## config.mk

```make
export PLATFORM = sky130hd
export DESIGN_NAME = edge_chip_run_detector
export DESIGN_NICKNAME = d
export VERILOG_FILES = /design/src/design/ecrd_pkg.sv /design/src/design/ecrd_depth.sv /design/src/design/ecrd_run.sv /design/src/design/edge_chip_run_detector.sv
export VERILOG_INCLUDE_DIRS = /design/src /design/src/design
export SDC_FILE = /design/constraint.sdc
export NUM_CORES = 1
export LEC_CHECK = 0
export ABC_AREA = 1
export CAP_MARGIN = 20
export CORE_AREA = 4 4 129 131
export CTS_CLUSTER_SIZE = 14
export DETAILED_ROUTE_END_ITERATION = 7
export DIE_AREA = 0 0 133 135
export DONT_BUFFER_PORTS = 1
export GPL_TIMING_DRIVEN = 0
export PLACE_DENSITY = 0.75
export SLEW_MARGIN = 40
export SYNTH_ARGS = -nofsm -noshare
export SYNTH_HDL_FRONTEND = slang
export SYNTH_SLANG_ARGS = --single-unit
```

## constraint.sdc

```tcl
create_clock -name i_clk -period 6.7 [get_ports i_clk]
set_input_delay 1.675 -clock i_clk [delete_from_list [all_inputs] [get_ports i_clk]]
set_output_delay 1.675 -clock i_clk [all_outputs]
set_load 0.01 [all_outputs]
```

## src/design/edge_chip_run_detector_defines.svh

```systemverilog
// Assertion macros of the edge chip run detector, used by ecrd_run.
`ifndef EDGE_CHIP_RUN_DETECTOR_DEFINES_SVH
`define EDGE_CHIP_RUN_DETECTOR_DEFINES_SVH

`ifndef ASSERT_OFF

`define ECRD_ASSERT_SAME(label, clk, rstn, ante, cons) \
    label: assert property (@(posedge clk) disable iff (!rstn) (ante) |-> (cons)) \
        else $error("edge chip run detector: same-cycle check failed");

`define ECRD_ASSERT_NEXT(label, clk, rstn, ante, cons) \
    label: assert property (@(posedge clk) disable iff (!rstn) (ante) |=> (cons)) \
        else $error("edge chip run detector: next-cycle check failed");

`else

`define ECRD_ASSERT_SAME(label, clk, rstn, ante, cons)

`define ECRD_ASSERT_NEXT(label, clk, rstn, ante, cons)

`endif

`endif

```

## src/design/ecrd_pkg.sv

```systemverilog
// Shared constants and types of the edge chip run detector.
package ecrd_pkg;

    localparam int COORD_W    = 12;
    localparam int PROFILE_W  = 54;
    localparam int AVAIL_W    = 6;
    localparam int DEPTH_W    = 6;
    localparam int COUNT_W    = 12;
    localparam int MAX_DEPTH  = 50;
    localparam int WIN_SPAN   = 4;

    localparam int IN_FIELDS_W  = 2 * COORD_W + PROFILE_W + AVAIL_W;
    localparam int IN_TDATA_W   = ((IN_FIELDS_W + 7) / 8) * 8;
    localparam int OUT_FIELDS_W = 2 * COORD_W + COUNT_W + DEPTH_W;
    localparam int OUT_TDATA_W  = ((OUT_FIELDS_W + 7) / 8) * 8;
    localparam int OUT_PAD_W    = OUT_TDATA_W - OUT_FIELDS_W;

    localparam int CFG_IDX_W  = 1;
    localparam int CFG_DATA_W = 12;

    localparam logic [CFG_IDX_W-1:0] REG_DEPTH_TH  = 1'b0;
    localparam logic [CFG_IDX_W-1:0] REG_LENGTH_TH = 1'b1;

    localparam logic [DEPTH_W-1:0] DEPTH_TH_RESET  = 6'd5;
    localparam logic [COUNT_W-1:0] LENGTH_TH_RESET = 12'd10;
    localparam logic [COUNT_W-1:0] COUNT_MAX       = '1;

    typedef struct packed {
        logic               off_image;
        logic               last_of_edge;
        logic [COORD_W-1:0] pos_along;
        logic [COORD_W-1:0] pos_across;
    } t_step_info;

    // Packed with start_along in the lowest bits.
    typedef struct packed {
        logic [DEPTH_W-1:0] max_depth;
        logic [COUNT_W-1:0] run_length;
        logic [COORD_W-1:0] start_across;
        logic [COORD_W-1:0] start_along;
    } t_result;

endpackage

```

## src/design/ecrd_depth.sv

```systemverilog
// Chip depth search: first offset with five set profile bits, limited by image end.
module ecrd_depth (
    input  logic [ecrd_pkg::PROFILE_W-1:0] i_profile_bits,
    input  logic [ecrd_pkg::AVAIL_W-1:0]   i_avail_pixels,
    output logic [ecrd_pkg::DEPTH_W-1:0]   o_depth
);

    logic [ecrd_pkg::MAX_DEPTH-1:0] win_hit;
    logic [ecrd_pkg::DEPTH_W-1:0]   win_depth;
    logic [ecrd_pkg::AVAIL_W-1:0]   avail_sat;
    logic [ecrd_pkg::DEPTH_W-1:0]   avail_depth;

    always_comb begin
        for (int d = 0; d < ecrd_pkg::MAX_DEPTH; d++) begin
            win_hit[d] = &i_profile_bits[d +: ecrd_pkg::WIN_SPAN + 1];
        end
    end

    // Priority encode, lowest offset wins; no hit gives the full depth.
    always_comb begin
        win_depth = ecrd_pkg::DEPTH_W'(ecrd_pkg::MAX_DEPTH);
        for (int d = ecrd_pkg::MAX_DEPTH - 1; d >= 0; d--) begin
            if (win_hit[d]) begin
                win_depth = ecrd_pkg::DEPTH_W'(d);
            end
        end
    end

    // The search stops at the first offset whose window would reach past the image.
    always_comb begin
        if (i_avail_pixels > ecrd_pkg::AVAIL_W'(ecrd_pkg::PROFILE_W)) begin
            avail_sat = ecrd_pkg::AVAIL_W'(ecrd_pkg::PROFILE_W);
        end else begin
            avail_sat = i_avail_pixels;
        end
        if (avail_sat > ecrd_pkg::AVAIL_W'(ecrd_pkg::WIN_SPAN)) begin
            avail_depth = ecrd_pkg::DEPTH_W'(avail_sat - ecrd_pkg::AVAIL_W'(ecrd_pkg::WIN_SPAN));
        end else begin
            avail_depth = '0;
        end
    end

    assign o_depth = (avail_depth < win_depth) ? avail_depth : win_depth;

endmodule

```

## src/design/ecrd_run.sv

```systemverilog
// Chip run tracker with the result register.
`include "edge_chip_run_detector_defines.svh"

module ecrd_run (
    input  logic                            i_clk,
    input  logic                            i_rst_n,
    input  logic                            i_step,
    input  ecrd_pkg::t_step_info            i_info,
    input  logic [ecrd_pkg::DEPTH_W-1:0]    i_depth,
    input  logic [ecrd_pkg::DEPTH_W-1:0]    i_depth_th,
    input  logic [ecrd_pkg::COUNT_W-1:0]    i_length_th,
    input  logic                            i_m_tready,
    output logic                            o_can_step,
    output logic                            o_m_tvalid,
    output ecrd_pkg::t_result               o_result
);

    logic                         r_in_run;
    logic [ecrd_pkg::COORD_W-1:0] r_start_along;
    logic [ecrd_pkg::COORD_W-1:0] r_start_across;
    logic [ecrd_pkg::COUNT_W-1:0] r_run_count;
    logic [ecrd_pkg::DEPTH_W-1:0] r_run_depth_max;
    logic                         r_out_valid;
    ecrd_pkg::t_result            r_result;

    logic                         deep;
    logic                         closing;
    logic                         report;
    logic                         c_in_run;
    logic [ecrd_pkg::COORD_W-1:0] c_start_along;
    logic [ecrd_pkg::COORD_W-1:0] c_start_across;
    logic [ecrd_pkg::COUNT_W-1:0] c_run_count;
    logic [ecrd_pkg::DEPTH_W-1:0] c_run_depth_max;
    logic                         n_out_valid;

    assign o_can_step = !r_out_valid || i_m_tready;

    assign deep    = !i_info.off_image && (i_depth > i_depth_th);
    assign closing = (!i_info.off_image && !deep) || i_info.last_of_edge;

    // Run state after this position, before any close.
    always_comb begin
        c_in_run        = r_in_run;
        c_start_along   = r_start_along;
        c_start_across  = r_start_across;
        c_run_count     = r_run_count;
        c_run_depth_max = r_run_depth_max;
        if (deep) begin
            if (!r_in_run) begin
                c_in_run        = 1'b1;
                c_start_along   = i_info.pos_along;
                c_start_across  = i_info.pos_across;
                c_run_count     = ecrd_pkg::COUNT_W'(1);
                c_run_depth_max = i_depth;
            end else begin
                if (i_depth > r_run_depth_max) begin
                    c_run_depth_max = i_depth;
                end
                if (r_run_count != ecrd_pkg::COUNT_MAX) begin
                    c_run_count = r_run_count + ecrd_pkg::COUNT_W'(1);
                end
            end
        end
    end

    assign report = closing && c_in_run && (c_run_count >= i_length_th);

    always_ff @(posedge i_clk) begin
        if (!i_rst_n) begin
            r_in_run        <= 1'b0;
            r_start_along   <= '0;
            r_start_across  <= '0;
            r_run_count     <= '0;
            r_run_depth_max <= '0;
        end else if (i_step) begin
            if (closing) begin
                r_in_run        <= 1'b0;
                r_start_along   <= '0;
                r_start_across  <= '0;
                r_run_count     <= '0;
                r_run_depth_max <= '0;
            end else begin
                r_in_run        <= c_in_run;
                r_start_along   <= c_start_along;
                r_start_across  <= c_start_across;
                r_run_count     <= c_run_count;
                r_run_depth_max <= c_run_depth_max;
            end
        end
    end

    always_comb begin
        if (i_step && report) begin
            n_out_valid = 1'b1;
        end else if (i_m_tready) begin
            n_out_valid = 1'b0;
        end else begin
            n_out_valid = r_out_valid;
        end
    end

    always_ff @(posedge i_clk) begin
        if (!i_rst_n) begin
            r_out_valid <= 1'b0;
        end else begin
            r_out_valid <= n_out_valid;
        end
    end

    always_ff @(posedge i_clk) begin
        if (i_step && report) begin
            r_result.start_along  <= c_start_along;
            r_result.start_across <= c_start_across;
            r_result.run_length   <= c_run_count;
            r_result.max_depth    <= c_run_depth_max;
        end
    end

    assign o_m_tvalid = r_out_valid;
    assign o_result   = r_result;

    `ECRD_ASSERT_SAME(a_idle_count_zero, i_clk, i_rst_n, !r_in_run, r_run_count == '0)
    `ECRD_ASSERT_SAME(a_run_count_nonzero, i_clk, i_rst_n, r_in_run, r_run_count != '0)
    `ECRD_ASSERT_SAME(a_run_depth_nonzero, i_clk, i_rst_n, r_in_run, r_run_depth_max != '0)
    `ECRD_ASSERT_NEXT(a_last_closes, i_clk, i_rst_n, i_step && i_info.last_of_edge, !r_in_run)
    `ECRD_ASSERT_NEXT(a_state_holds, i_clk, i_rst_n, !i_step, r_in_run == $past(r_in_run))

endmodule

```

## src/design/edge_chip_run_detector.sv

```systemverilog
// Top level of the edge chip run detector: ports, settings, input register.
//
// Takes one edge position per clock and reports each closed chip run that is
// long enough as one output word. A word accepted at one edge is held in the
// input register, where its chip depth is found by a 50-window priority encoder
// and the next run state is computed in the same cycle; a report is loaded into
// the result register when the word steps on, and that register drives
// o_m_tvalid. Throughput is one word per cycle for as long as the output side
// takes results; while a result waits untaken in the result register no word
// steps, and the input stalls once the input register is full and cannot step.
// The user must write thresholds through the configuration port only while no
// word is in flight, which the block does not enforce; there is no clearing pass after reset.
module edge_chip_run_detector (
    input  logic                              i_clk,
    input  logic                              i_rst_n,
    // Input word. tdata from bit 0: pos_along, pos_across, profile_bits,
    // avail_pixels, zero pad. tuser: off_image. tlast: last_of_edge.
    input  logic                              i_s_tvalid,
    output logic                              o_s_tready,
    input  logic [ecrd_pkg::IN_TDATA_W-1:0]   i_s_tdata,
    input  logic                              i_s_tuser,
    input  logic                              i_s_tlast,
    // Result word. tdata from bit 0: start_along, start_across, run_length,
    // max_depth, zero pad.
    output logic                              o_m_tvalid,
    input  logic                              i_m_tready,
    output logic [ecrd_pkg::OUT_TDATA_W-1:0]  o_m_tdata,
    // Configuration: index 0 depth_threshold, index 1 length_threshold.
    input  logic                              i_cfg_we,
    input  logic [ecrd_pkg::CFG_IDX_W-1:0]    i_cfg_idx,
    input  logic [ecrd_pkg::CFG_DATA_W-1:0]   i_cfg_data
);

    localparam int ALONG_LO  = 0;
    localparam int ACROSS_LO = ecrd_pkg::COORD_W;
    localparam int PROF_LO   = 2 * ecrd_pkg::COORD_W;
    localparam int AVAIL_LO  = PROF_LO + ecrd_pkg::PROFILE_W;

    logic [ecrd_pkg::DEPTH_W-1:0]   r_depth_th;
    logic [ecrd_pkg::COUNT_W-1:0]   r_length_th;

    logic                           r_s1_valid;
    ecrd_pkg::t_step_info           r_s1_info;
    logic [ecrd_pkg::PROFILE_W-1:0] r_s1_profile;
    logic [ecrd_pkg::AVAIL_W-1:0]   r_s1_avail;

    logic                           can_step;
    logic                           step;
    logic                           in_take;
    logic [ecrd_pkg::DEPTH_W-1:0]   depth;
    ecrd_pkg::t_result              result;

    always_ff @(posedge i_clk) begin
        if (!i_rst_n) begin
            r_depth_th  <= ecrd_pkg::DEPTH_TH_RESET;
            r_length_th <= ecrd_pkg::LENGTH_TH_RESET;
        end else if (i_cfg_we) begin
            unique case (i_cfg_idx)
                ecrd_pkg::REG_DEPTH_TH:  r_depth_th  <= i_cfg_data[ecrd_pkg::DEPTH_W-1:0];
                ecrd_pkg::REG_LENGTH_TH: r_length_th <= i_cfg_data[ecrd_pkg::COUNT_W-1:0];
                default: ;
            endcase
        end
    end

    assign step       = r_s1_valid && can_step;
    assign o_s_tready = !r_s1_valid || can_step;
    assign in_take    = i_s_tvalid && o_s_tready;

    always_ff @(posedge i_clk) begin
        if (!i_rst_n) begin
            r_s1_valid <= 1'b0;
        end else if (o_s_tready) begin
            r_s1_valid <= i_s_tvalid;
        end
    end

    always_ff @(posedge i_clk) begin
        if (in_take) begin
            r_s1_info.pos_along    <= i_s_tdata[ALONG_LO +: ecrd_pkg::COORD_W];
            r_s1_info.pos_across   <= i_s_tdata[ACROSS_LO +: ecrd_pkg::COORD_W];
            r_s1_info.off_image    <= i_s_tuser;
            r_s1_info.last_of_edge <= i_s_tlast;
            r_s1_profile           <= i_s_tdata[PROF_LO +: ecrd_pkg::PROFILE_W];
            r_s1_avail             <= i_s_tdata[AVAIL_LO +: ecrd_pkg::AVAIL_W];
        end
    end

    ecrd_depth u_depth (
        .i_profile_bits (r_s1_profile),
        .i_avail_pixels (r_s1_avail),
        .o_depth        (depth)
    );

    ecrd_run u_run (
        .i_clk       (i_clk),
        .i_rst_n     (i_rst_n),
        .i_step      (step),
        .i_info      (r_s1_info),
        .i_depth     (depth),
        .i_depth_th  (r_depth_th),
        .i_length_th (r_length_th),
        .i_m_tready  (i_m_tready),
        .o_can_step  (can_step),
        .o_m_tvalid  (o_m_tvalid),
        .o_result    (result)
    );

    assign o_m_tdata = {{ecrd_pkg::OUT_PAD_W{1'b0}}, result};

endmodule
```

# Yosys cells after proc, flatten, opt, wreduce, memory -nomap -nowiden
# Index checks and enable logic that the tools add are counted.
[word_totals]
latchBits = 0
memories = 0
mem_bits_rw = 0
regBits = 191
rom_bits = 0
elab_cells = 167
input_bits = 108
out_inout_bits = 50
[classes]
n_reduce_logical = 67
n_shift = 0
n_mux = 71
n_eq_ne = 1
n_addsub = 2
bitwise = 1
n_mul = 0
magnitude_cmp = 6
n_div = 0
[ops]
columns = ["operator", "count"]
rows = [
  ["$reduce_and A5 Y1", 50],
  ["$mux W6", 39],
  ["$mux W12", 10],
  ["$mux W5", 16],
  ["$add A12 B1 Y12 const B", 1],
  ["$ge A12 B12 Y1", 1],
  ["$gt A6 B6 Y1", 2],
  ["$ne A12 B12 Y1 const B", 1],
  ["$logic_and A1 B1 Y1", 7],
  ["$gt A6 B3 Y1 const B", 1],
  ["$gt A6 B6 Y1 const B", 1],
  ["$lt A6 B6 Y1", 1],
  ["$sub A6 B3 Y6 const B", 1],
  ["$logic_not A1 Y1", 4],
  ["$mux W1", 4],
  ["$mux W2", 2],
  ["$reduce_and A2 Y1", 2],
  ["$logic_or A1 B1 Y1", 3],
  ["$reduce_bool A2 Y1", 1],
  ["$not A1 Y1", 1],
]

# Logic depth before layout (Yosys ltp)
# Gate-level depths: netlist of run 1.
[depth]
depth_word = 62
ltp_mapped = 81
ltp_nobuf = 81

# Modules after synthesis
# A second synthesis of run 1 with hierarchy kept.
[unflattened]
cells_unflattened = 1106
area_unflattened_um2 = 9529.1
[by_module_without_submodules]
columns = ["module", "seq_area_each_um2", "cells_per_inst", "area_per_inst_um2", "instances"]
rows = [
  ["ecrd_run", 2142.1, 583, 4621.9, 1],
  ["edge_chip_run_detector", 2962.8, 192, 3388.2, 1],
  ["ecrd_depth", 0.0, 331, 1519.0, 1],
]

# Worst setup path after synthesis of run 1
# No wires, ideal clock.
[synth_path]
path_kind = "flip-flop to flip-flop"
start = "reg r_s1_profile[48] (netlist name)"
end = "reg u_run.r_result (netlist bit u_run.o_result[0]) (enable)"
setup_ps = 396
n_path_buf = 0
path_slack_ps = -755
arrival_time_ps = 7059
synth_period_minus_slack_ps = 7455
t_required_ps = 6304
stages_incl_launch_ff = 76
path_cell_list = "edfxtp_1 inv_1 nor2_2 nand3_1 nand2_1 nand2_1 nand2_1 nand2_1 nand2_1 nand2_1 nand2_1 nand2_1 nand2_1 nand2_1 nand2_1 nand2_1 nand2_1 nand2_1 [... 40 more ...] o221ai_1 nand2_1 nor2_1 inv_1 a21oi_1 inv_1 nor4_1 nand3_1 o21ai_0 inv_1 ha_1 nand4_1 o221ai_1 nand3_1 a21oi_1 a211o_1 nand4_1 inv_1"
[synth_via]
elab_cells_between_ends = 67
cone_classes = "3 x order compare; 52 x mux; 12 x reduce/logical"
[synth_rtl]
columns = ["item", "line", "rtl"]
rows = [
  ["from (decl)", "edge_chip_run_detector.sv:44", "logic [ecrd_pkg::PROFILE_W-1:0] r_s1_profile;"],
  ["from (signal assigned)", "edge_chip_run_detector.sv:84", "r_s1_profile <= i_s_tdata[PROF_LO +: ecrd_pkg::PROFILE_W];"],
  ["$reduce_and A5 Y1", "ecrd_depth.sv:15", "win_hit[d] = &i_profile_bits[d +: ecrd_pkg::WIN_SPAN + 1];"],
  ["$mux W2", "ecrd_depth.sv:23", "if (win_hit[d]) begin"],
  ["$mux W5 (3 in a row)", "ecrd_depth.sv:23", ""],
  ["$mux W5 (*) (13 in a row)", "ecrd_depth.sv:23", ""],
  ["$mux W6 (*) (32 in a row)", "ecrd_depth.sv:23", ""],
  ["$lt A6 B6 Y1", "ecrd_depth.sv:43", "assign o_depth = (avail_depth < win_depth) ? avail_depth : win_depth;"],
  ["$mux W6 (*)", "ecrd_depth.sv:43", ""],
  ["$gt A6 B6 Y1 (*)", "ecrd_run.sv:38", "assign deep = !i_info.off_image && (i_depth > i_depth_th);"],
  ["$logic_and A1 B1 Y1 (*)", "ecrd_run.sv:38", ""],
  ["$mux W12 (*)", "ecrd_run.sv:48", "if (deep) begin"],
  ["via u_run.c_run_count (one bit)", "ecrd_run.sv:32", "logic [ecrd_pkg::COUNT_W-1:0] c_run_count;"],
  ["$ge A12 B12 Y1 (*)", "ecrd_run.sv:66", "assign report = closing && c_in_run && (c_run_count >= i_length_th);"],
  ["$logic_and A1 B1 Y1 (*)", "ecrd_run.sv:66", ""],
  ["$logic_and A1 B1 Y1 (*)", "ecrd_run.sv:111", "if (i_step && report) begin"],
  ["to (decl)", "ecrd_run.sv:24", "ecrd_pkg::t_result r_result;"],
]
# The timed path passes the listed nets; every way through them passes the cells marked *.
# A chain may end at the register's enable or synchronous reset.

# Worst setup path in the final report of run 1
[layout_path]
start = "reg r_s1_profile[48] (netlist name)"
end = "reg u_run.r_result (netlist bit u_run.o_result[13]) (enable)"
# Same word-level chain as after synthesis.

==> metrics.yaml, run 1 <==
dp_hpwl_mm: 13.2
htreeDepth: 4
clkLatencyLatePin_ns: 0.43
critPathSlowestCell: "edfxtp_1"
cts_max_path_buffers: 2
hold_path.class: "flip-flop to flip-flop"
tightest_slew_ns: 0.714
postRouteAntennaNets: 0
vias: 6610
slew-limit-headroom_pct: 52.3
synth_cell_types: 42
antenna_found_initial: 4
port_buffers: 0
period_share_pct: 108
drt_wl_total_mm: 19.5
drv_cap: 0
final_common_cell: "nand2_1"
layout_setup_ws_ns: -0.536
fin_nets: 1159
critPathBufInv: 8
dp_cells: 1180
final_cell_mix: "nand2_1 (296), edfxtp_1 (128), inv_1 (105)"
postSynthCellCount: 957
crit_arrival_ns: 7.44
cp.required_ns: 6.91
n_antenna_cell: 0
p_per_area_nw_per_um2: 294
rsz0062_at_grt: "yes"
wl_per_cell_um: 15.6
syn2layout_area_growth_pct: 18.0
cts_sinks: 191
grt_max_degree: 46
yosys_most_used_dff: "edfxtp_1"
ys_async_sr_fraction_pct: 0
die_w_um: 133
num_io_pins: 158
cpPeakStageDelay_ns: 0.39
netlist_area_um2: 8740
worstSetupPathType: "flip-flop to flip-flop"
drt_pass1_iterations: 5
crit_family: "simple AND/OR/NAND/NOR gates"
rows: 46
cts_inserted_buffers: 17
drive_above_1_share_pct: 13.4
setup_violations: 43
worstSetupEndpointType: "flip-flop"
cts.clk_slew.worst_paths_ns: 0.07
crit_top_cell: "nand2_1"
fin_skew_ns: 0.00913
drcViolationCount: 0
ir_drop_uv: 186
clock.fmax_ghz: 0.138
overflow: 0
n_fill_cell: 1200
critPathLaunchType: "flip-flop"
track_usage_pct: 21.9
die_area_um2: 18000
period_minus_slack_ns: 7.24
synth_seq_cells: 191
root_buffer: "clkbuf_16"
grt_pass1_vias: 6234
worstPathMaxFanout: 7
cts_tree: "built"
drtIter0Drc: 475
violations: "setup timing"
synth_edf_count: 128
coreArea_um2: 15600
status: "finished with violations"
synth-seq-area-share_pct: 58.4
yosys_warnings: 0
avgSynthCellArea_um2: 9.14
die_h_um: 135
via_per_inst: 5.30
place.gp.congestion: 0.858
place_ws_ns: -1.19
slew_violations: 0
start_util_pct: 56.1
leakagePower_uw: 0.00439
finalHoldViolations: 0
grt_pass1_wl_mm: 31.0
finalNonFillerCells: 1248
-- path summary, 6_finish.rpt --
path | slack, ns | from | to | cells past startpoint
worst max-delay path | -0.54 | r_s1_profile[48] | u_run.o_result[13] | 81
worst min-delay path | 0.46 | r_length_th[11] | r_length_th[11] | 2
worst max register to register | -0.54 | r_s1_profile[48] | u_run.o_result[13] | 81
worst min register to register | 0.46 | r_length_th[11] | r_length_th[11] | 2
-- power by group --
part | switching, uW | total [uW] | internal, uW
Sequential | 34.5 | 1370 | 1340
Combinational | 429 | 704 | 275
Clock | 437 | 957 | 519
Total | 900 | 3040 | 2130
-- cells by family (layout without fill, tap and decap cells) --
group	Yosys count	count (layout)	share of synthesized area [%]
adder cells (fa/ha/maj)	31	31	4.44
flip-flops	191	191	58.4
AND/OR/NAND/NOR	451	451	21.4
buffers and inverters	145	215	6.64
XOR/XNOR	5	5	0.501
other	1	6	0.0429
AO/OA/AOI/OAI	133	133	8.56
-- worst reg2reg max path: cells and delay by family, from the launching register on --
family	cells	cell delay [ns]
and+or+nand+nor	62	4.12
AOI/OAI and AO/OA	9	1.20
buffers and inverters	8	0.83
adders and majority gates	2	0.40
DFF	1	0.39
-- layer usage --
layer  up-vias  routed length, um  GRT usage, %
met5         -                 44             0
met4         8                518          9.06
met3        43               1470          6.56
met2       238               9200          35.2
met1      3008               8230          27.9
li1       3313                  -             -
-- repair_timing --
item / in CTS / in global routing
setup buffers: 22 / 11
hold buffers: 0 / 0
gates resized for setup: 40 / 13
setup endpoints to repair: 43 / 44
cloned: 3 / 1
pin swaps: 12 / 15
-- cells in the mapped netlist (2+ instances only) --
master,instances,area (um2)
and3_1,2,12.5
nand2_2,3,18.8
dlygate4sd1_1,2,17.5
inv_2,7,26.3
o21bai_1,3,22.5
nor2_2,2,12.5
inv_1,110,413
nor3_1,7,35.0
nand3_2,5,50.1
o21ai_0,26,130
nor4_1,3,18.8
o211ai_1,4,30.0
buf_4,6,45.0
nor2_1,52,195
nand4_1,13,81.3
dfxtp_1,63,1260
ha_1,31,388
a22oi_1,5,37.5
edfxtp_1,128,3840
xor2_1,4,35.0
or2_2,2,12.5
a21oi_1,78,390
a221oi_1,3,26.3
o221ai_1,3,26.3
a31oi_1,4,25.0
clkbuf_1,18,67.6
nand2_1,308,1160
nand3_1,50,250
nand3b_1,2,15.0
-- state kept, by name, summed over array words and instances (netlist names) --
| register | count |
|---|---|
| u_run.r_run_count | 12 |
| u_run.r_start_along | 12 |
| u_run.r_run_depth_max | 6 |
| r_length_th | 12 |
| u_run.o_m_tvalid | 1 |
| u_run.o_result | 42 |
| r_s1_avail | 6 |
| u_run.r_start_across | 12 |
| r_depth_th | 6 |
| r_s1_info | 26 |
| u_run.r_in_run | 1 |
| r_s1_profile | 54 |
| r_s1_valid | 1 |
-- area by class of cell --
cell class / count / area, um2 / share of cell area (%)
sequential: 191 / 5100 / 49.5
multi-input combinational: 626 / 3330 / 32.3
clock buffer: 21 / 482 / 4.67
inverter: 118 / 462 / 4.48
timing repair buffer: 38 / 410 / 3.98
tap: 216 / 270 / 2.62
buffer: 27 / 169 / 1.64
clock inverter: 10 / 76.3 / 0.740
timing repair inverter: 1 / 7.51 / 0.0728
-- metrics by stage --
stage          TNS [ns]  hold slack, ns  instance area (um2)  util (%)  power, uW
2_1_floorplan     -3.22           0.433                 8850         -       1800
3_3_place_gp     -59.78           0.452                 9120      58.5       1920
3_5_place_dp     -46.59           0.454                 9180      58.8       1940
4_1_cts          -15.91           0.463                10200      65.2       3010
5_1_grt          -58.01           0.477                10300      66.1       3190
6_report         -20.75           0.460                10300      66.1       3040
(Power assumes the default switching activity.)
==> run 2, diff against run 1 <==
--- a/config.mk
+++ b/config.mk
@@ -8,10 +8,10 @@
 export LEC_CHECK = 0
 export ABC_AREA = 1
 export CAP_MARGIN = 20
-export CORE_AREA = 4 4 129 131
+export CORE_AREA = 2 2 127 129
 export CTS_CLUSTER_SIZE = 14
 export DETAILED_ROUTE_END_ITERATION = 7
-export DIE_AREA = 0 0 133 135
+export DIE_AREA = 0 0 129 131
 export DONT_BUFFER_PORTS = 1
 export GPL_TIMING_DRIVEN = 0
 export PLACE_DENSITY = 0.75
==> run 2 against run 1 <==
The run still ends with setup timing left. Design area shrank 0.44%. Combinational power shrank 3.3%. Utilization shrank 0.29 points. Sequential power is essentially flat. Wire length shrank 2.6%. Clock-buffer cell count shrank 4. Flip-flop and latch count is the same. Largest cell class unchanged. Highest routed layer unchanged.
==> metrics.yaml, run 2 (same netlist as run 1, synthesis figures left out) <==
layout_setup_ws_ns: -0.580  # was -0.536 ns
critPathBufInv: 7  # was 8
postRouteAntennaNets: 0  # unchanged
setup_violations: 43  # unchanged
rsz0062_at_grt: "yes"  # unchanged
crit_top_cell: "nand2_1"  # unchanged
syn2layout_area_growth_pct: 17.4  # was 18.0%
period_share_pct: 109  # was 108%
p_int_uw: 2150  # was 2130 uW
tightest_slew_ns: 0.736  # was 0.714 ns
rows: 46  # unchanged
drt_wl_total_mm: 19.0  # was 19.5 mm
wl_per_cell_um: 15.1  # was 15.6 um
die_h_um: 131  # was 135 um
clkLatencyLatePin_ns: 0.44  # was 0.43 ns
endpoint: "u_run.o_result[8]"  # was u_run.o_result[13]
cp-startpoint: "r_s1_profile[48]"  # unchanged
status: "finished with violations"  # unchanged
critPathSlowestCell: "edfxtp_1"  # unchanged
cts_max_path_buffers: 2  # unchanged
cts_tree: "built"  # unchanged
via_per_inst: 5.33  # was 5.30
clkPwrFrac_pct: 32.8  # was 31.5%
fin_skew_ns: 0.0129  # was 0.00913 ns
drcViolationCount: 0  # unchanged
cts_inserted_buffers: 17  # unchanged
track_usage_pct: 22.5  # was 21.9%
overflow: 0  # unchanged
worstSetupEndpointType: "flip-flop"  # unchanged
grt_pass1_vias: 6137  # was 6234
p_per_area_nw_per_um2: 298  # was 294 nW/um2
power.switching_uw: 904  # was 900 uW
num_io_pins: 158  # unchanged
fin_util_pct: 65.8  # was 66.1%
fin_nets: 1161  # was 1159
drt_pass1_iterations: 6  # was 5
crit_arrival_ns: 7.48  # was 7.44 ns
period_minus_slack_ns: 7.28  # was 7.24 ns
multi_input_area_um2: 3310  # was 3330 um2
finalHoldViolations: 0  # unchanged
r2r_cells: 81  # unchanged
cts_hold_buf: 0  # unchanged
cts_sinks: 191  # unchanged
slew_violations: 0  # unchanged
die_w_um: 129  # was 133 um
r2r-end: "u_run.o_result[8]"  # was u_run.o_result[13]
place.gp.congestion: 0.856  # was 0.858
worstReg2RegStart: "r_s1_profile[48]"  # unchanged
leakagePower_uw: 0.00439  # about the same
cp.required_ns: 6.90  # was 6.91 ns
port_buffers: 0  # unchanged
final_cell_mix: "nand2_1 (296), edfxtp_1 (128), inv_1 (106)"  # was nand2_1 (296), edfxtp_1 (128), inv_1 (105)
worstSetupPathType: "flip-flop to flip-flop"  # unchanged
vias: 6675  # was 6610
coreArea_um2: 15600  # unchanged
antenna_found_initial: 2  # was 4
final-seq-area_um2: 5100  # unchanged
htreeDepth: 4  # unchanged
dp_hpwl_mm: 13.0  # was 13.2 mm
cts.clk_slew.worst_paths_ns: 0.07  # about the same
start_util_pct: 56.1  # unchanged
violations: "setup timing"  # unchanged
n_fill_cell: 1251  # was 1200
drtIter0Drc: 424  # was 475
slew-limit-headroom_pct: 50.8  # was 52.3%
crit_family: "simple AND/OR/NAND/NOR gates"  # unchanged
root_buffer: "clkbuf_16"  # unchanged
fin_tns_setup_ns: -21.33  # was -20.75 ns
grt_pass1_wl_mm: 28.9  # was 31.0 mm
worstPathMaxFanout: 7  # unchanged
cp.depth: 81  # unchanged
switching_share_pct: 29.6  # was 29.7%
drive_above_1_share_pct: 13.2  # was 13.4%
largest_reg_flops: 54  # unchanged
ir_drop_uv: 191  # was 186 uV
seqPwrFrac_pct: 44.9  # was 45.3%
grt_max_degree: 49  # was 46
final_common_cell: "nand2_1"  # unchanged
drv_cap: 0  # unchanged
hold_path.class: "flip-flop to flip-flop"  # unchanged
clock.fmax_ghz: 0.137  # was 0.138 GHz
regMostFlops: "r_s1_profile"  # unchanged
r2r_setup_slack_ns: -0.58  # was -0.54 ns
pwr-share-comb_pct: 22.3  # was 23.2%
cpPeakStageDelay_ns: 0.40  # was 0.39 ns
die_area_um2: 16900  # was 18000 um2
critPathLaunchType: "flip-flop"  # unchanged
run 2: stage by stage:
stage	std cells	hold WS, ns	cell area [um2]	power [uW]	setup slack [ns]
global route	1251	0.482	10300	3190	-1.37
CTS	1242	0.467	10200	3030	-0.442
floorplan	962	0.433	8850	1800	-0.0767
global placement	1178	0.446	9120	1910	-1.39
detailed placement	1180	0.456	9180	1940	-1.14
finish	1252	0.462	10300	3060	-0.580
run 2: worst min path at each step:
stage / from / endpoint / slack, ns / cells past startpoint
final: r_length_th[6] / r_length_th[6] / 0.46 / 2
after CTS: r_length_th[6] / r_length_th[6] / 0.47 / 2
after global placement: r_length_th[8] / r_length_th[8] / 0.45 / 2
after global routing: u_run.r_start_across[5] / u_run.r_start_across[5] / 0.48 / 2
after floorplan: r_depth_th[3] / r_depth_th[3] / 0.43 / 2
after detailed placement: r_length_th[6] / r_length_th[6] / 0.46 / 2
run 2: metal layers:
layer	wire length, um	share of wire [%]	track usage (%)
met5	11	0.058	0
met4	606	3.2	9.91
met3	1370	7.2	6.51
met2	8960	47	37.0
met1	8020	42	27.7
run 2: what timing repair did:
action                                  4_1_cts  5_1_grt
pin swaps                                     3       16
gates cloned                                  4        1
resized for setup                            33       10
endpoints found under the setup margin       43       43
setup buffers                                26       12
run 2: power groups by stage:
| stage | registers [uW] | logic (uW) | clock network, uW |
|---|---|---|---|
| 3_5_place_dp | 1400 | 536 | 0 |
| 4_1_cts | 1370 | 640 | 1020 |
| 2_1_floorplan | 1390 | 406 | 0 |
| 5_1_grt | 1380 | 757 | 1060 |
| 6_report | 1370 | 681 | 1000 |
| 3_3_place_gp | 1400 | 512 | 0 |
run 2: cell type report:
cell class / count / share of cell area [%]
diodes: 1 / 0.0244
plain buffers: 27 / 1.45
clock buffers: 17 / 4.14
clock inverters: 15 / 1.54
inverters: 118 / 4.47
multi-input cells: 626 / 32.2
flip-flops and latches: 191 / 49.7
well taps: 216 / 2.63
repair buffers: 39 / 3.68
repair inverters: 2 / 0.146
run 2: worst min-delay path, stage by stage, from the launching register on:
cell and delay [ns]:
dfxtp_1 0.30, inv_1 0.06, a21oi_1 0.06
